## config.mk

```make
export PLATFORM = sky130hd
export DESIGN_NAME = efws_ctrl
export DESIGN_NICKNAME = d
export VERILOG_FILES = /design/src/sv/efws_pkg.sv /design/src/sv/efws_ctrl.sv
export SDC_FILE = /design/constraint.sdc
export NUM_CORES = 1
export LEC_CHECK = 0
export BUFFER_PORTS_ARGS = -buffer_cell sky130_fd_sc_hd__buf_2
export CELL_PAD_IN_SITES_DETAIL_PLACEMENT = 0
export CELL_PAD_IN_SITES_GLOBAL_PLACEMENT = 1
export CORE_MARGIN = 4
export CORE_UTILIZATION = 43
export CTS_CLUSTER_SIZE = 40
export DETAILED_ROUTE_END_ITERATION = 16
export PLACE_DENSITY = 0.85
export SYNTH_ARGS = -nofsm -noshare
export SYNTH_HDL_FRONTEND = slang
export SYNTH_SLANG_ARGS = --single-unit
```

## constraint.sdc

```tcl
create_clock -name clk -period 9 [get_ports clk]
set_input_delay 1.35 -clock clk [delete_from_list [all_inputs] [get_ports clk]]
set_output_delay 1.35 -clock clk [all_outputs]
set_load 0.01 [all_outputs]
```

## src/sv/efws_pkg.sv

```systemverilog
// ---------------------------------------------------------------------------
// efws_pkg
// Shared widths, constants and the result type of the earliest-free worker
// scheduler.
// ---------------------------------------------------------------------------
package efws_pkg;

    // Field widths
    localparam int TIME_W = 63;
    localparam int DUR_W  = 31;
    localparam int WIDX_W = 8;
    localparam int CFG_W  = 9;

    // Largest free time; sums above it saturate here
    localparam logic [TIME_W-1:0] TIME_MAX = {TIME_W{1'b1}};

    // One result: the worker taken and the job's start time
    typedef struct packed {
        logic [WIDX_W-1:0] worker_index;
        logic [TIME_W-1:0] start_time;
    } res_t;

endpackage

```

## src/sv/efws_ctrl.sv

```systemverilog
// ---------------------------------------------------------------------------
// efws_ctrl
// Sequencer: clearing sweep, request intake with root read-out, and the
// sift-down walk with one heap level per cycle.
// ---------------------------------------------------------------------------
module efws_ctrl #(
    parameter int MAX_WORKERS = 256
) (
    input  logic                               clk,
    input  logic                               rst_n,
    // Heap size and re-initialise request
    input  logic [$clog2(MAX_WORKERS+1)-1:0]   count,
    input  logic                               init_req,
    // Request channel
    input  logic                               in_valid,
    output logic                               in_ready,
    input  logic [efws_pkg::DUR_W-1:0]         dur,
    // Result channel
    output logic                               out_valid,
    input  logic                               out_ready,
    output efws_pkg::res_t                     out_res,
    // Heap store
    output logic                               wr_en,
    output logic [$clog2(MAX_WORKERS)-1:0]     wr_addr,
    output logic [efws_pkg::TIME_W+$clog2(MAX_WORKERS)-1:0] wr_data,
    output logic [$clog2(MAX_WORKERS)-1:0]     rd_addr_a,
    output logic [$clog2(MAX_WORKERS)-1:0]     rd_addr_b,
    input  logic [efws_pkg::TIME_W+$clog2(MAX_WORKERS)-1:0] rd_data_a,
    input  logic [efws_pkg::TIME_W+$clog2(MAX_WORKERS)-1:0] rd_data_b
);

    import efws_pkg::*;

    localparam int PW    = $clog2(MAX_WORKERS);
    localparam int CNT_W = $clog2(MAX_WORKERS + 1);
    localparam int CW    = PW + 2;
    localparam int ENT_W = TIME_W + PW;

    typedef enum logic [1:0] {
        ST_INIT,
        ST_IDLE,
        ST_SIFT
    } state_t;

    state_t             state_reg;
    logic [CNT_W-1:0]   sweep_idx_reg;
    logic [PW-1:0]      pos_reg;
    logic [ENT_W-1:0]   cur_reg;
    logic               lval_reg;
    logic               rval_reg;
    logic [ENT_W-1:0]   top_reg;
    logic               out_valid_reg;
    res_t               out_res_reg;

    logic               accept;
    logic               sweep_last;
    logic [TIME_W:0]    sum;
    logic [TIME_W-1:0]  new_time;
    logic [CW-1:0]      n_ext;
    logic [CW-1:0]      l_idx;
    logic               pick_r;
    logic [ENT_W-1:0]   ch_ent;
    logic [PW-1:0]      ch_pos;
    logic               go_down;
    logic [PW-1:0]      base_idx;
    logic [CW-1:0]      nl_idx;
    logic [CW-1:0]      nr_idx;

    // Handshake
    assign in_ready  = (state_reg == ST_IDLE) && (!out_valid_reg || out_ready);
    assign accept    = in_valid && in_ready;
    assign out_valid = out_valid_reg;
    assign out_res   = out_res_reg;

    assign sweep_last = (CNT_W'(sweep_idx_reg + 1'b1) == count);

    // Saturating add of the duration onto the root's free time
    assign sum      = {1'b0, top_reg[ENT_W-1:PW]} + (TIME_W+1)'(dur);
    assign new_time = sum[TIME_W] ? TIME_MAX : sum[TIME_W-1:0];

    // Pick the smaller child; entries order as {free time, worker}
    assign n_ext   = CW'(count);
    assign l_idx   = CW'({pos_reg, 1'b1});
    assign pick_r  = rval_reg && (rd_data_b < rd_data_a);
    assign ch_ent  = pick_r ? rd_data_b : rd_data_a;
    assign ch_pos  = pick_r ? PW'(l_idx + 1'b1) : PW'(l_idx);
    assign go_down = lval_reg && (ch_ent < cur_reg);

    // Children of the slot handled next: root on intake, chosen child in a walk
    assign base_idx  = (state_reg == ST_SIFT) ? ch_pos : '0;
    assign nl_idx    = CW'({base_idx, 1'b1});
    assign nr_idx    = nl_idx + 1'b1;
    assign rd_addr_a = nl_idx[PW-1:0];
    assign rd_addr_b = nr_idx[PW-1:0];

    // Store write port
    always_comb
    begin
        wr_en   = 1'b0;
        wr_addr = pos_reg;
        wr_data = cur_reg;
        unique case (state_reg)
            ST_INIT:
            begin
                wr_en   = 1'b1;
                wr_addr = sweep_idx_reg[PW-1:0];
                wr_data = {{TIME_W{1'b0}}, sweep_idx_reg[PW-1:0]};
            end
            ST_SIFT:
            begin
                wr_en   = 1'b1;
                wr_addr = pos_reg;
                wr_data = go_down ? ch_ent : cur_reg;
            end
            default:
            begin
                wr_en = 1'b0;
            end
        endcase
    end

    // State and registered outputs
    always_ff @(posedge clk or negedge rst_n)
    begin
        if (!rst_n)
        begin
            state_reg     <= ST_INIT;
            sweep_idx_reg <= '0;
            pos_reg       <= '0;
            lval_reg      <= 1'b0;
            rval_reg      <= 1'b0;
            top_reg       <= '0;
            out_valid_reg <= 1'b0;
        end
        else
        begin
            // result register
            if (accept)
            begin
                out_valid_reg            <= 1'b1;
                out_res_reg.worker_index <= WIDX_W'(top_reg[PW-1:0]);
                out_res_reg.start_time   <= top_reg[ENT_W-1:PW];
            end
            else if (out_ready)
            begin
                out_valid_reg <= 1'b0;
            end

            if (init_req)
            begin
                state_reg     <= ST_INIT;
                sweep_idx_reg <= '0;
            end
            else
            begin
                unique case (state_reg)
                    ST_INIT:
                    begin
                        top_reg       <= '0;
                        sweep_idx_reg <= CNT_W'(sweep_idx_reg + 1'b1);
                        if (sweep_last)
                        begin
                            state_reg <= ST_IDLE;
                        end
                    end
                    ST_IDLE:
                    begin
                        if (accept)
                        begin
                            cur_reg   <= {new_time, top_reg[PW-1:0]};
                            pos_reg   <= '0;
                            lval_reg  <= (nl_idx < n_ext);
                            rval_reg  <= (nr_idx < n_ext);
                            state_reg <= ST_SIFT;
                        end
                    end
                    ST_SIFT:
                    begin
                        // root copy follows every write to slot 0
                        if (pos_reg == '0)
                        begin
                            top_reg <= wr_data;
                        end
                        if (go_down)
                        begin
                            pos_reg  <= ch_pos;
                            lval_reg <= (nl_idx < n_ext);
                            rval_reg <= (nr_idx < n_ext);
                        end
                        else
                        begin
                            state_reg <= ST_IDLE;
                        end
                    end
                    default:
                    begin
                        state_reg <= ST_IDLE;
                    end
                endcase
            end
        end
    end

endmodule

```

# ---- After elaboration in Yosys (flattened, before gate mapping)
# Cells that the tools add are included.
dict set report word_totals {
  reg_bits 235
  out_inout_bits 169
  word_cells 74
}
dict set report classes {
  add_sub_neg 4
  order_cmp 4
  eq_ne 9
  mux 27
  bitwise_logic 1
  n_reduce_logical 18
}
# op count
set ops {}
lappend ops {{71-bit one-hot mux with 2 select lines} 2}
lappend ops {{71-bit two-way mux} 3}
lappend ops {{71-bit less-than comparator} 2}
lappend ops {{63-bit by 31-bit adder with 64-bit output} 1}
lappend ops {{8-bit two-way mux} 5}
lappend ops {{9-bit two-way mux} 2}
lappend ops {{8-bit one-hot mux with 2 select lines} 1}
lappend ops {{9-bit by 1-bit adder with 10-bit output, second input constant} 1}
lappend ops {{10-bit by 9-bit less-than comparator with 1-bit output} 1}
lappend ops {{9-bit by 1-bit adder with 9-bit output, second input constant} 1}
lappend ops {{9-bit == test} 1}
lappend ops {{9-bit less-than comparator} 1}
lappend ops {{3-bit inequality test, second input constant} 3}
lappend ops {{8-bit by 1-bit adder with 8-bit output, second input constant} 1}
lappend ops {{8-bit zero test} 1}
lappend ops {{2-bit two-way mux} 4}
lappend ops {{4-bit AND reduction} 2}
lappend ops {{2-bit nonzero test} 4}
lappend ops {{1-bit two-way mux} 7}
lappend ops {{2-bit one-hot mux with 3 select lines} 1}
lappend ops {{3-bit AND reduction} 2}
lappend ops {{1-bit logical AND} 4}
lappend ops {{2-bit inequality test, second input constant} 2}
lappend ops {{1-bit one-hot mux with 2 select lines} 2}
lappend ops {{9 further kinds} 9}

# ---- Depth between registers and ports, before layout
dict set report logic_depth {
  ltp_word 9
  mapped_depth 23
}

# ---- Worst setup path before layout
# No wires, ideal clock.
dict set report synth_timing {
  path_type {in2reg}
  start {in out_ready}
  end {reg cur_reg[0] (enable)}
  arrival_ns 6.730
  slack_ns 1.683
  stages 4
  cell_sequence {nor2b_1 nor3_1 nand2_1 nor3_1}
}
dict set report synth_between {
  elab_chain_len 4
}
# element line_no
set synth_lines {}
lappend synth_lines {{from (decl)} efws_ctrl.sv:20} ;# input logic out_ready,
lappend synth_lines {{1-bit logical OR} efws_ctrl.sv:70} ;# assign in_ready = (state_reg == ST_IDLE) && (!out_valid_reg || out_ready);
lappend synth_lines {{1-bit logical AND} efws_ctrl.sv:70}
lappend synth_lines {{net in_ready} efws_ctrl.sv:16} ;# output logic in_ready,
lappend synth_lines {{1-bit logical AND} efws_ctrl.sv:71} ;# assign accept = in_valid && in_ready;
lappend synth_lines {{4-bit AND reduction (no source line)} --}
lappend synth_lines {{to (signal assigned)} efws_ctrl.sv:170} ;# cur_reg <= {new_time, top_reg[PW-1:0]};
lappend synth_lines {{to (decl)} efws_ctrl.sv:48} ;# logic [ENT_W-1:0] cur_reg;
# The timed path passes the listed nets, and every way through them passes these cells.
# A chain may end at the register's enable or synchronous reset.

# ---- Worst setup path after layout
dict set report layout_timing {
  start {in rd_data_a[70] (netlist name)}
  end {out wr_data[31] (netlist name)}
}
dict set report layout_between {
  elab_chain_len 7
}
# element line_no
set layout_lines {}
lappend layout_lines {{from (decl)} efws_ctrl.sv:28} ;# input logic [efws_pkg::TIME_W+$clog2(MAX_WORKERS)-1:0] rd_data_a,
lappend layout_lines {{71-bit less-than comparator} efws_ctrl.sv:84} ;# assign pick_r = rval_reg && (rd_data_b < rd_data_a);
lappend layout_lines {{1-bit logical AND} efws_ctrl.sv:84}
lappend layout_lines {{71-bit two-way mux (*)} efws_ctrl.sv:85} ;# assign ch_ent = pick_r ? rd_data_b : rd_data_a;
lappend layout_lines {{71-bit less-than comparator} efws_ctrl.sv:87} ;# assign go_down = lval_reg && (ch_ent < cur_reg);
lappend layout_lines {{1-bit logical AND} efws_ctrl.sv:87}
lappend layout_lines {{71-bit two-way mux (*)} efws_ctrl.sv:113} ;# wr_data = go_down ? ch_ent : cur_reg;
lappend layout_lines {{71-bit one-hot mux with 2 select lines (*)} efws_ctrl.sv:102} ;# unique case (state_reg)
lappend layout_lines {{to (decl)} efws_ctrl.sv:25} ;# output logic [efws_pkg::TIME_W+$clog2(MAX_WORKERS)-1:0] wr_data,
# Every way passes the cells marked *; elsewhere a longest branch is shown, timed or not.

==> reports/metrics.cfg <==
[run_status]
outcome=finished clean

[global_route]
track_usage=0.267
grt_max_degree=77
grt_use_met2=0.438
grt_pass1_vias=15900
grt_overflow=0
grtUsageMet1=0.368
antenna_found_initial=5
grt_pass1_wl_microns=94100
use_met3=0.0366
grt-busiest-layer=met2

[final_layout]
multiInputGateArea_sq_um=10100
area_growth_pct=18.1
nNetsFinal=2600
fillers=3881
ff_latch_area_sq_um=6590
layout_commonest_cell=buf_2
utilization=0.514
final_cell_mix=352 x buf_2, 213 x nand2_1, 191 x ha_1
final_layout_size_suffix_gt1_frac=0.241

[pwr]
p_comb_frac=0.203
power_frac_clock=0.404
power_frac_seq=0.394
ir_worst_vdd_v=0.000135
p_leak_nw=9.83
powerDensity_nw_per_um2=139
p_sw_frac=0.284
switchingPower_mw=0.830
p_int_mw=2.09

[synthesis]
synthTopCellsByArea=edfxtp_1 24%, ha_1 13%, dfrtp_1 13%, mux2_2 5.3%, nand2_1 4.5%
yosysTopAreaCell=edfxtp_1
synthDominantCellAreaShare=0.239
syn_area_sq_um=17800
synth_edf_count=142
ys_seq_elements=235
synth_seq_area_share=0.370
ys_types=78
synth_ff_type=edfxtp_1
async_reset_ff_frac=0.396
avgSynthCellArea_sq_um=9.35
synthCells=1905
synth_warnings=0
synth_fp_nets=2284

[critical_path]
startpoint_type=input pin
slowest_delay_ps=470
slowest_stage=nor4_2
crit_fanout=24
critPathRequiredTime_ps=7650
worst-setup-path-type=input pin to output port
reg2reg_slack_ps=3370
critPathCaptureType=output port
crit_chain=buf_2 -> inv_1 -> ha_1 -> nand3_1 -> nor4_2 -> and4_1 -> and3_1 -> a221oi_4 -> nand2_4 -> buf_12 -> mux2_2 -> ha_1 -> nand4_1 -> nor4_2 -> buf_4 -> nand4_1 -> nor3_1 -> nor3_1 -> nand3_1 -> a21o_2 -> buf_4 -> nor2_4 -> a22o_1 -> buf_2
worstPathArrival_ps=7190

[floorplan]
start_util=0.435
die_x_microns=212
rows=74
core_sq_um=40900
die_y_microns=212
die_area_sq_um=44700
io_pins=356

[placement]
place_hpwl_microns=46800
place_congestion=0.953
io_buffers=353

[sta]
maxSlewHeadroom=0.313
max_freq_ghz=0.117
worst_slew_pin_slew_ps=1030
fin_crit_sh=0.949
fin_tns_setup_ps=0
min_period_ps=8540
rsz0062_at_grt=no
hold_viol=0
finalMaxSlewViolations=0
finalSetupViolCount=0
fin_worst_skew_ps=17.0

[clock_tree]
htree_levels=1
cts_sinks=235
cts_buffer_depth=3
insertion_delay_ps=560
worst_setup_hold_path_clk_slew_ps=60
cts_root_buf=clkbuf_16
cts-buffers-inserted=28
cts_tree=done

[flow_run]
maxCapViolations=0

[route]
drcViolationCount=0
wl_per_cell_microns=22.4
wl_microns=62200
viasPerCell=5.86
drtIter0Drc=1490
vias=16300
ant_nets=0
first_pass_iters=5

[hold_path]
hold_class=flip-flop to flip-flop

## Yosys cell counts, types with 7 or more instances
cell / instances
nor2b_1: 10
xnor2_1: 24
buf_2: 20
clkbuf_1: 54
a31oi_1: 12
nor4_1: 7
ha_1: 191
dfrtp_1: 93
buf_4: 14
o211ai_1: 46
o21ai_0: 88
a22o_1: 24
nand3_1: 132
a21o_1: 34
o21a_1: 15
nand2b_1: 12
nor2_1: 68
nand2_1: 213
and3_1: 9
inv_1: 171
a211oi_1: 10
nand4_1: 39
xor2_1: 42
edfxtp_1: 142
nor3_1: 23
o21ai_1: 47
mux2_2: 84
mux2i_1: 69
a21oi_1: 91
and4_1: 9
o2111ai_1: 7
## path summary, 6_finish.rpt
check                         startpoint           end  cells after the start
max                        rd_data_a[70]   wr_data[31]                     24
min                           top_reg[0]   out_res[63]                      0
max reg2reg                     rval_reg    pos_reg[1]                     18
min reg2reg                   top_reg[0]   out_res[63]                      0
max in group asynchronous          rst_n  state_reg[1]                      2
min in group asynchronous          rst_n   top_reg[10]                      1
## logic make-up after synthesis
group | synth area share
AOI/OAI and AO/OA | 0.158
xor gates and xnor gates | 0.0325
adders and majority gates | 0.135
buffers and inverters | 0.0636
DFF | 0.370
muxes | 0.0925
other | 0.000422
and+or+nand+nor | 0.147
## worst max-delay path, delay by kind of cell
kind,cells,cell delay (ps)
AO/OA/AOI/OAI,3,630
multiplexers,1,410
buffers and inverters,6,930
AND/OR/NAND/NOR,12,3240
adder cells (fa/ha/maj),2,590
## power groups by stage
stage	logic (mW)	registers, mW	clock network [mW]
after floorplan	0.379	1.17	0
after global placement	0.572	1.17	0
after detailed placement	0.581	1.17	0
after CTS	0.584	1.15	1.20
after global routing	0.645	1.15	1.24
final	0.592	1.15	1.18
## timing repair
item                       CTS  global route
buffers inserted             0             1
setup endpoints to repair    0            65
gates resized for setup      0             2
hold buffers                 0             0
## layout make-up
class | instances | share of cell area
sequential | 235 | 0.313
inverter | 171 | 0.0305
tap | 532 | 0.0316
antenna | 6 | 0.000714
clock inverter | 19 | 0.00922
clock buffer | 33 | 0.0357
multi-input combinational | 1402 | 0.482
timing repair buffer | 383 | 0.0972
## per-layer routing
layer / vias to the layer above / share of wire
met1: 7861 / 0.43
met4: 0 / 0.031
met2: 712 / 0.47
met5: - / 0
met3: 133 / 0.076
li1: 7577 / -
## per-stage QoR
stage | setup WS [ps] | hold WS (ps) | area, sq um | total power [mW] | std cells
global route | 13.8 | 490 | 21000 | 3.04 | 2780
global placement | 330 | 455 | 20100 | 1.74 | 2721
floorplan | 1680 | 423 | 17800 | 1.55 | 1905
finish | 462 | 477 | 21000 | 2.92 | 2781
CTS | 191 | 477 | 21000 | 2.93 | 2773
detailed placement | 231 | 465 | 20100 | 1.75 | 2721
Power figures use the tool's default switching activity.
